--- config.mk ---
export PLATFORM = sky130hd
export DESIGN_NAME = time_window_schedule_output_top
export DESIGN_NICKNAME = d
export VERILOG_FILES = /design/src/hdl/tws_pkg.sv /design/src/hdl/time_window_schedule_output_top.sv
export SDC_FILE = /design/constraint.sdc
export NUM_CORES = 2
export LEC_CHECK = 0
export BUFFER_PORTS_ARGS = -buffer_cell sky130_fd_sc_hd__buf_2
export CAP_MARGIN = 20
export CORE_AREA = 2 2 344 601
export CTS_CLUSTER_SIZE = 16
export DETAILED_ROUTE_END_ITERATION = 8
export DIE_AREA = 0 0 346 603
export GPL_ROUTABILITY_DRIVEN = 0
export PLACE_DENSITY = 0.68
export SYNTH_ARGS = -nofsm -noshare
export SYNTH_HDL_FRONTEND = slang
export SYNTH_SLANG_ARGS = --single-unit
--- constraint.sdc ---
create_clock -name clk -period 5.4 [get_ports clk]
set_clock_uncertainty 0.2 [all_clocks]
set_input_delay 0.54 -clock clk [delete_from_list [all_inputs] [get_ports clk]]
set_output_delay 0.54 -clock clk [all_outputs]
set_load 0.02 [all_outputs]
--- src/hdl/tws_pkg.sv ---
package tws_pkg;

    // field widths
    localparam int unsigned OP_W      = 2;
    localparam int unsigned SET_W     = 3;
    localparam int unsigned ENT_W     = 4;
    localparam int unsigned START_W   = 20;
    localparam int unsigned DUR_W     = 16;
    localparam int unsigned COUNT_W   = 4;
    localparam int unsigned IVAL_W    = 16;
    localparam int unsigned PASSED_W  = 16;
    localparam int unsigned ELAPSED_W = 32;
    localparam int unsigned WORD_W    = START_W + DUR_W;

    // parameter defaults
    localparam int unsigned SETS_DEF  = 4;
    localparam int unsigned FEEDS_DEF = 16;

    localparam logic [START_W-1:0]   START_MAX   = '1;
    localparam logic [ELAPSED_W-1:0] ELAPSED_MAX = '1;

    // operation codes
    localparam logic [OP_W-1:0] OP_TICK    = 2'd0;
    localparam logic [OP_W-1:0] OP_RESTART = 2'd1;
    localparam logic [OP_W-1:0] OP_WRITE   = 2'd2;
    localparam logic [OP_W-1:0] OP_FILL    = 2'd3;

    typedef enum logic [4:0] {
        ST_IDLE  = 5'b00001,
        ST_CLEAR = 5'b00010,
        ST_SCAN  = 5'b00100,
        ST_WRITE = 5'b01000,
        ST_FILL  = 5'b10000
    } state_t;

endpackage

--- src/hdl/time_window_schedule_output_top.sv ---
// time window schedule output
//
// command channel: a word is taken at a rising edge with start high and busy low;
// operation selects tick, restart, single entry write or cyclic fill of a set
// result channel: done is high for exactly one cycle and output_on is valid with it;
// every command gives exactly one result, and the receiver cannot stall
// output_on holds its value between results; only a tick recomputes it
// config: active_set is written on any edge with active_set_we high, no wait
//
// path from accept to done, all through one table port:
//   restart, or write/fill to a bad set or entry : done straight from idle
//   tick with active set zero or above SETS      : done straight from idle
//   single entry write                           : through the write state
//   cyclic fill                                  : every entry of the set, one a cycle
//   tick                                         : scan one entry a cycle, stops early
//                                                  on a hit, an empty entry or the end
// busy stays high until the cycle done is shown, so one command is in flight
// reset: counter, output and active_set clear, then a clearing pass writes zero
// to all SETS * FEEDS table entries, one a cycle, with busy high throughout
module time_window_schedule_output_top #(
    parameter int unsigned SETS  = tws_pkg::SETS_DEF,
    parameter int unsigned FEEDS = tws_pkg::FEEDS_DEF
) (
    input  logic                          clk,
    input  logic                          rst_n,
    // config
    input  logic                          active_set_we,
    input  logic [tws_pkg::SET_W-1:0]     active_set,
    // command
    input  logic                          start,
    output logic                          busy,
    input  logic [tws_pkg::OP_W-1:0]      operation,
    input  logic [tws_pkg::SET_W-1:0]     set_number,
    input  logic [tws_pkg::ENT_W-1:0]     entry_index,
    input  logic [tws_pkg::START_W-1:0]   start_time,
    input  logic [tws_pkg::DUR_W-1:0]     duration,
    input  logic [tws_pkg::COUNT_W-1:0]   entry_count,
    input  logic [tws_pkg::IVAL_W-1:0]    interval,
    input  logic [tws_pkg::PASSED_W-1:0]  seconds_passed,
    // result
    output logic                          done,
    output logic                          output_on
);
    import tws_pkg::*;

    localparam int unsigned DEPTH  = SETS * FEEDS;
    localparam int unsigned ADDR_W = (DEPTH > 1) ? $clog2(DEPTH) : 1;
    localparam int unsigned IDX_W  = $clog2(FEEDS);
    localparam int unsigned CNT_W  = $clog2(FEEDS + 1);

    // table, one word per entry: start time over duration
    logic [WORD_W-1:0] mem [DEPTH];

    state_t              state_reg,   state_next;
    logic [ELAPSED_W-1:0] elapsed_reg, elapsed_next;
    logic                flag_reg,    flag_next;
    logic                done_reg,    done_next;
    logic [SET_W-1:0]    aset_reg;
    logic [ADDR_W-1:0]   base_reg,    base_next;
    logic [ADDR_W-1:0]   clr_reg,     clr_next;
    logic [CNT_W-1:0]    iss_reg,     iss_next;
    logic [IDX_W-1:0]    chk_reg,     chk_next;
    logic                rdv_reg,     rdv_next;
    logic [CNT_W-1:0]    cnt_reg,     cnt_next;
    logic [START_W-1:0]  t_reg,       t_next;
    logic [DUR_W-1:0]    dur_reg,     dur_next;
    logic [IVAL_W-1:0]   ival_reg,    ival_next;
    logic [IDX_W-1:0]    ent_reg,     ent_next;
    logic [WORD_W-1:0]   rd_data_reg;

    logic                wr_en;
    logic [ADDR_W-1:0]   wr_addr;
    logic [WORD_W-1:0]   wr_data;
    logic [ADDR_W-1:0]   rd_addr;
    logic                rd_en;

    logic                accept;
    logic                set_num_ok;
    logic                aset_ok;
    logic                ent_ok;
    logic [ADDR_W-1:0]   set_base;
    logic [ADDR_W-1:0]   aset_base;
    logic [ELAPSED_W:0]  tick_sum;
    logic [START_W:0]    fill_sum;
    logic [START_W-1:0]  ent_start;
    logic [DUR_W-1:0]    ent_dur;
    logic [START_W:0]    ent_end;
    logic                in_win;

    assign accept = start && !busy;
    assign busy   = (state_reg != ST_IDLE);
    assign done   = done_reg;
    assign output_on = flag_reg;

    assign set_num_ok = (set_number != '0) && (32'(set_number) <= SETS);
    assign aset_ok    = (aset_reg != '0) && (32'(aset_reg) <= SETS);
    assign ent_ok     = (32'(entry_index) < FEEDS);
    assign set_base   = ADDR_W'((32'(set_number) - 32'd1) * 32'(FEEDS));
    assign aset_base  = ADDR_W'((32'(aset_reg) - 32'd1) * 32'(FEEDS));

    // saturating counter update for a tick
    assign tick_sum = {1'b0, elapsed_reg} + (ELAPSED_W + 1)'(seconds_passed);
    // saturating start time step for cyclic fill
    assign fill_sum = {1'b0, t_reg} + (START_W + 1)'(ival_reg);

    // window compare on the entry read last cycle; the end never wraps
    assign ent_start = rd_data_reg[WORD_W-1:DUR_W];
    assign ent_dur   = rd_data_reg[DUR_W-1:0];
    assign ent_end   = {1'b0, ent_start} + (START_W + 1)'(ent_dur);
    assign in_win    = ((ELAPSED_W)'(ent_start) <= elapsed_reg)
                    && (elapsed_reg < (ELAPSED_W)'(ent_end));

    always_comb
    begin
        state_next   = state_reg;
        elapsed_next = elapsed_reg;
        flag_next    = flag_reg;
        done_next    = 1'b0;
        base_next    = base_reg;
        clr_next     = clr_reg;
        iss_next     = iss_reg;
        chk_next     = chk_reg;
        rdv_next     = 1'b0;
        cnt_next     = cnt_reg;
        t_next       = t_reg;
        dur_next     = dur_reg;
        ival_next    = ival_reg;
        ent_next     = ent_reg;
        wr_en        = 1'b0;
        wr_addr      = clr_reg;
        wr_data      = '0;
        rd_en        = 1'b0;
        rd_addr      = base_reg + ADDR_W'(iss_reg);

        case (state_reg)
            ST_IDLE:
            begin
                if (accept)
                begin
                    case (operation)
                        OP_TICK:
                        begin
                            elapsed_next = tick_sum[ELAPSED_W] ? ELAPSED_MAX
                                                               : tick_sum[ELAPSED_W-1:0];
                            if (aset_ok)
                            begin
                                base_next  = aset_base;
                                iss_next   = '0;
                                chk_next   = '0;
                                state_next = ST_SCAN;
                            end
                            else
                            begin
                                flag_next = 1'b0;
                                done_next = 1'b1;
                            end
                        end
                        OP_RESTART:
                        begin
                            elapsed_next = '0;
                            done_next    = 1'b1;
                        end
                        OP_WRITE:
                        begin
                            if (set_num_ok && ent_ok)
                            begin
                                base_next  = set_base;
                                ent_next   = IDX_W'(entry_index);
                                t_next     = start_time;
                                dur_next   = duration;
                                state_next = ST_WRITE;
                            end
                            else
                            begin
                                done_next = 1'b1;
                            end
                        end
                        OP_FILL:
                        begin
                            if (set_num_ok)
                            begin
                                base_next = set_base;
                                // count clamps to FEEDS-1
                                cnt_next  = (32'(entry_count) >= FEEDS)
                                          ? CNT_W'(FEEDS - 1) : CNT_W'(entry_count);
                                t_next     = '0;
                                dur_next   = duration;
                                ival_next  = interval;
                                iss_next   = '0;
                                state_next = ST_FILL;
                            end
                            else
                            begin
                                done_next = 1'b1;
                            end
                        end
                        default:
                        begin
                            done_next = 1'b1;
                        end
                    endcase
                end
            end
            ST_CLEAR:
            begin
                wr_en    = 1'b1;
                wr_addr  = clr_reg;
                wr_data  = '0;
                clr_next = clr_reg + ADDR_W'(1);
                if (clr_reg == ADDR_W'(DEPTH - 1))
                begin
                    state_next = ST_IDLE;
                end
            end
            ST_SCAN:
            begin
                // issue one read a cycle, check the entry read the cycle before
                if (32'(iss_reg) < FEEDS)
                begin
                    rd_en    = 1'b1;
                    iss_next = iss_reg + CNT_W'(1);
                end
                rdv_next = rd_en;
                if (rdv_reg)
                begin
                    if (ent_dur == '0)
                    begin
                        flag_next  = 1'b0;
                        done_next  = 1'b1;
                        state_next = ST_IDLE;
                    end
                    else if (in_win)
                    begin
                        flag_next  = 1'b1;
                        done_next  = 1'b1;
                        state_next = ST_IDLE;
                    end
                    else if (chk_reg == IDX_W'(FEEDS - 1))
                    begin
                        flag_next  = 1'b0;
                        done_next  = 1'b1;
                        state_next = ST_IDLE;
                    end
                    else
                    begin
                        chk_next = chk_reg + IDX_W'(1);
                    end
                end
            end
            ST_WRITE:
            begin
                wr_en      = 1'b1;
                wr_addr    = base_reg + ADDR_W'(ent_reg);
                wr_data    = {t_reg, dur_reg};
                done_next  = 1'b1;
                state_next = ST_IDLE;
            end
            ST_FILL:
            begin
                wr_en   = 1'b1;
                wr_addr = base_reg + ADDR_W'(iss_reg);
                if (iss_reg < cnt_reg)
                begin
                    wr_data = {t_reg, dur_reg};
                    t_next  = fill_sum[START_W] ? START_MAX : fill_sum[START_W-1:0];
                end
                else
                begin
                    wr_data = '0;
                end
                iss_next = iss_reg + CNT_W'(1);
                if (iss_reg == CNT_W'(FEEDS - 1))
                begin
                    done_next  = 1'b1;
                    state_next = ST_IDLE;
                end
            end
            default:
            begin
                state_next = ST_IDLE;
            end
        endcase
    end

    // control state
    always_ff @(posedge clk or negedge rst_n)
    begin
        if (!rst_n)
        begin
            state_reg   <= ST_CLEAR;
            elapsed_reg <= '0;
            flag_reg    <= 1'b0;
            done_reg    <= 1'b0;
            aset_reg    <= '0;
            clr_reg     <= '0;
            iss_reg     <= '0;
            chk_reg     <= '0;
            rdv_reg     <= 1'b0;
        end
        else
        begin
            state_reg   <= state_next;
            elapsed_reg <= elapsed_next;
            flag_reg    <= flag_next;
            done_reg    <= done_next;
            clr_reg     <= clr_next;
            iss_reg     <= iss_next;
            chk_reg     <= chk_next;
            rdv_reg     <= rdv_next;
            if (active_set_we)
            begin
                aset_reg <= active_set;
            end
        end
    end

    // operands of the command in flight
    always_ff @(posedge clk)
    begin
        base_reg <= base_next;
        cnt_reg  <= cnt_next;
        t_reg    <= t_next;
        dur_reg  <= dur_next;
        ival_reg <= ival_next;
        ent_reg  <= ent_next;
    end

    // table: one write, one registered read a cycle
    always_ff @(posedge clk)
    begin
        if (wr_en)
        begin
            mem[wr_addr] <= wr_data;
        end
        if (rd_en)
        begin
            rd_data_reg <= mem[rd_addr];
        end
    end

    // a result is never shown while a command is still in flight
    a_done_not_busy: assert property (@(posedge clk) disable iff (!rst_n)
        done |-> !busy)
        else $error("done while busy");

    // an accepted word always leads to work or a result
    a_accept_progress: assert property (@(posedge clk) disable iff (!rst_n)
        (start && !busy) |=> (busy || done))
        else $error("accepted word dropped");

    // the counter only moves at accept
    a_elapsed_hold: assert property (@(posedge clk) disable iff (!rst_n)
        (busy && $past(busy)) |-> $stable(elapsed_reg))
        else $error("counter moved while busy");

    // the output changes only together with a result
    a_output_with_done: assert property (@(posedge clk) disable iff (!rst_n)
        !done |-> $stable(output_on))
        else $error("output changed without done");

endmodule

==> results.sh <==
export IMPL_chipHeight_um=603
export IMPL_area_growth_pct=12.9
export IMPL_die_w_um=346
export IMPL_tightest_slew_ps=1130
export IMPL_outcome="finished clean"
export IMPL_hold_violations=0
export IMPL_cp_max_fo=6
export IMPL_io_buffers=90
export IMPL_slew_violations=0
export IMPL_coreArea_mm2=0.203
export IMPL_ys_seq_area_frac=0.756
export IMPL_leakagePower_uw=0.0386
export IMPL_irDropWorstVdd_v=0.000270
export IMPL_yosys_area_top_type="edfxtp_1"
export IMPL_crit_type="register to register"
export IMPL_post_route_period_util=0.876
export IMPL_p_total_uw=39300
export IMPL_hold_path_class="input pin to register"
export IMPL_syn_nets=4495
export IMPL_slew_headroom=0.244
export IMPL_ys_flop_type="edfxtp_1"
export IMPL_grt_start_max_net_pins=153
export IMPL_grt_pass1_vias=48000
export IMPL_overflow=0
export IMPL_ios=91
export IMPL_synth_area_leaders="edfxtp_1 (74%), mux4_2 (18%), dfrtp_1 (1.5%), ha_1 (1.2%), nor2_1 (0.47%)"
export IMPL_clock_sinks=2460
export IMPL_cp_end_kind="register"
export IMPL_largest_reg_flops=2304
export IMPL_ant_nets=0
export IMPL_critical_path_arrival_ps=5220
export IMPL_clk_insertion_delay_late_ps=860
export IMPL_drt_wl_total_mm=225
export IMPL_grt_first_pass_wirelength_mm=329
export IMPL_vias=45500
export IMPL_rr_startpoint="rd_data_reg[17]"
export IMPL_viasPerCell=6.08
export IMPL_synthCells=4308
export IMPL_firstDrtPassIters=6
export IMPL_antenna_found_initial=14
export IMPL_holdPathStages=4
export IMPL_powerDensity_mw_per_mm2=358
export IMPL_syn_cell_area_mm2=0.0973
export IMPL_worstSetupStartpointType="register"
export IMPL_dp_hpwl_mm=134
export IMPL_max_clock_freq_mhz=212
export IMPL_cts_tree="yes"
export IMPL_synth_edff_count=2402
export IMPL_nNetsFinal=4853
export IMPL_rr_worst_depth=19
export IMPL_synth_common_cells="edfxtp_1 (2402), mux4_2 (756), nor2_1 (122)"
export IMPL_row_count=219
export IMPL_clk_pin_slew_ps=70
export IMPL_drc=0
export IMPL_hp_start="seconds_passed[1]"
export IMPL_yosysWarnings=0
export IMPL_rsz0062_at_grt="no"
export IMPL_period_needed_ps=4730
export IMPL_drive_gt1_frac=0.295
export IMPL_hold_worst_slack_ps=71.0
export IMPL_avgRoutedWirePerCell_um=30.1
export IMPL_ctsLongestPathBuffers=4
export IMPL_dieArea_mm2=0.209
export IMPL_initial_utilization=0.478
export IMPL_setup_viol=0
export IMPL_r2r_setup_slack_ps=670
export IMPL_cts_root_buffer="clkbuf_16"
export IMPL_yosysTopAreaCellShare=0.742
export IMPL_yosysMostFrequentCell="edfxtp_1"
export IMPL_avgSynthCellArea_um2=22.6
export IMPL_setup_tns_ps=0
export IMPL_cp_required_ps=5890
export IMPL_final_area_mm2=0.110
export IMPL_synth_cell_type_count=70
export IMPL_startpoint="rd_data_reg[17]"
export IMPL_placed_cell_area_mm2=0.103
export IMPL_drtIter0Drc=3945
export IMPL_grt_usage=0.216
export IMPL_cts_inserted_buffers=205
export IMPL_cap_violations=0
export IMPL_htree_num_levels=4
export IMPL_cts_resized=0
export IMPL_async_reset_ff_frac=0.0236
export IMPL_ys_seq_elements=2460
kinds of logic (layout without fill, tap and decap cells):
| family | Yosys count | in the layout | synth area share |
|---|---|---|---|
| AO/OA/AOI/OAI | 296 | 296 | 0.0199 |
| XOR/XNOR | 49 | 49 | 0.00441 |
| adder cells (fa/ha/maj) | 99 | 99 | 0.0130 |
| buffers and inverters | 246 | 755 | 0.0103 |
| flip-flops | 2460 | 2460 | 0.756 |
| multiplexers | 765 | 765 | 0.176 |
| other | 0 | 6 | 0 |
| AND/OR/NAND/NOR | 393 | 393 | 0.0198 |
metal layers:
metal,vias to the layer above,GRT usage,routed length [µm]
met5,-,0,0
met4,0,0.0929,10400
met3,424,0.0240,12400
met2,1671,0.388,120000
met1,24300,0.266,82400
li1,19100,-,-
layout by cell type, fill, tap and decap left out, types with 41 or more instances in the layout:
master         instances
nand2_1               70
o21ai_0               56
nor2_4                68
ha_1                  95
buf_2                 90
clkbuf_1              41
nor2_1                54
buf_4                156
mux4_2               756
edfxtp_1            2402
dlygate4sd3_1         75
a21oi_1               81
clkbuf_16            208
clkinv_1              50
dfrtp_1               53
inv_1                 49
stage by stage:
stage                util  std cells  setup WS (ps)
finish              0.540       7475            672
global route        0.540       7474            254
CTS                 0.540       7468            757
detailed placement  0.505       7035            823
global placement    0.505       7035            791
floorplan               -       4308           1110
final timing paths:
path / endpoint
min reg2reg: clr_reg[4]
max: chk_reg[3]
min in group asynchronous: clr_reg[1]
max in group asynchronous: iss_reg[1]
max reg2reg: chk_reg[3]
min: elapsed_reg[1]
area by class of cell:
type / instances / area [µm²]
multi-input combinational: 1602 / 23500
fill: 15000 / 93500
sequential: 2460 / 73600
antenna: 6 / 15.0
tap: 2652 / 3320
inverter: 49 / 184
timing repair buffer: 348 / 2910
clock inverter: 109 / 958
clock buffer: 249 / 5360
worst max-delay path, stage by stage, from the launching register on:
cell	delay, ps
edfxtp_1	430
ha_1	290
a21oi_1	70
o21ai_0	350
o41ai_1	110
buf_4	150
o2111a_1	280
nor4_1	320
o21a_1	210
o21ai_0	100
xor2_1	180
ha_1	310
a21oi_1	180
nor2b_1	60
o21ai_0	170
nand2b_1	110
a221oi_2	360
a21oi_1	240
a22o_1	260
a31o_1	180
power by group:
group	switching, µW	total [µW]	internal [µW]
Combinational	2030	3850	1820
Sequential	200	21100	20900
Clock	6530	14400	7880
repair_timing:
| action | in CTS | in global routing |
|---|---|---|
| hold buffers | 75 | 0 |
| buffers inserted | 0 | 0 |
| endpoints found under the hold margin | 135 | 0 |
No activity file was read; power rests on OpenSTA's default activity.
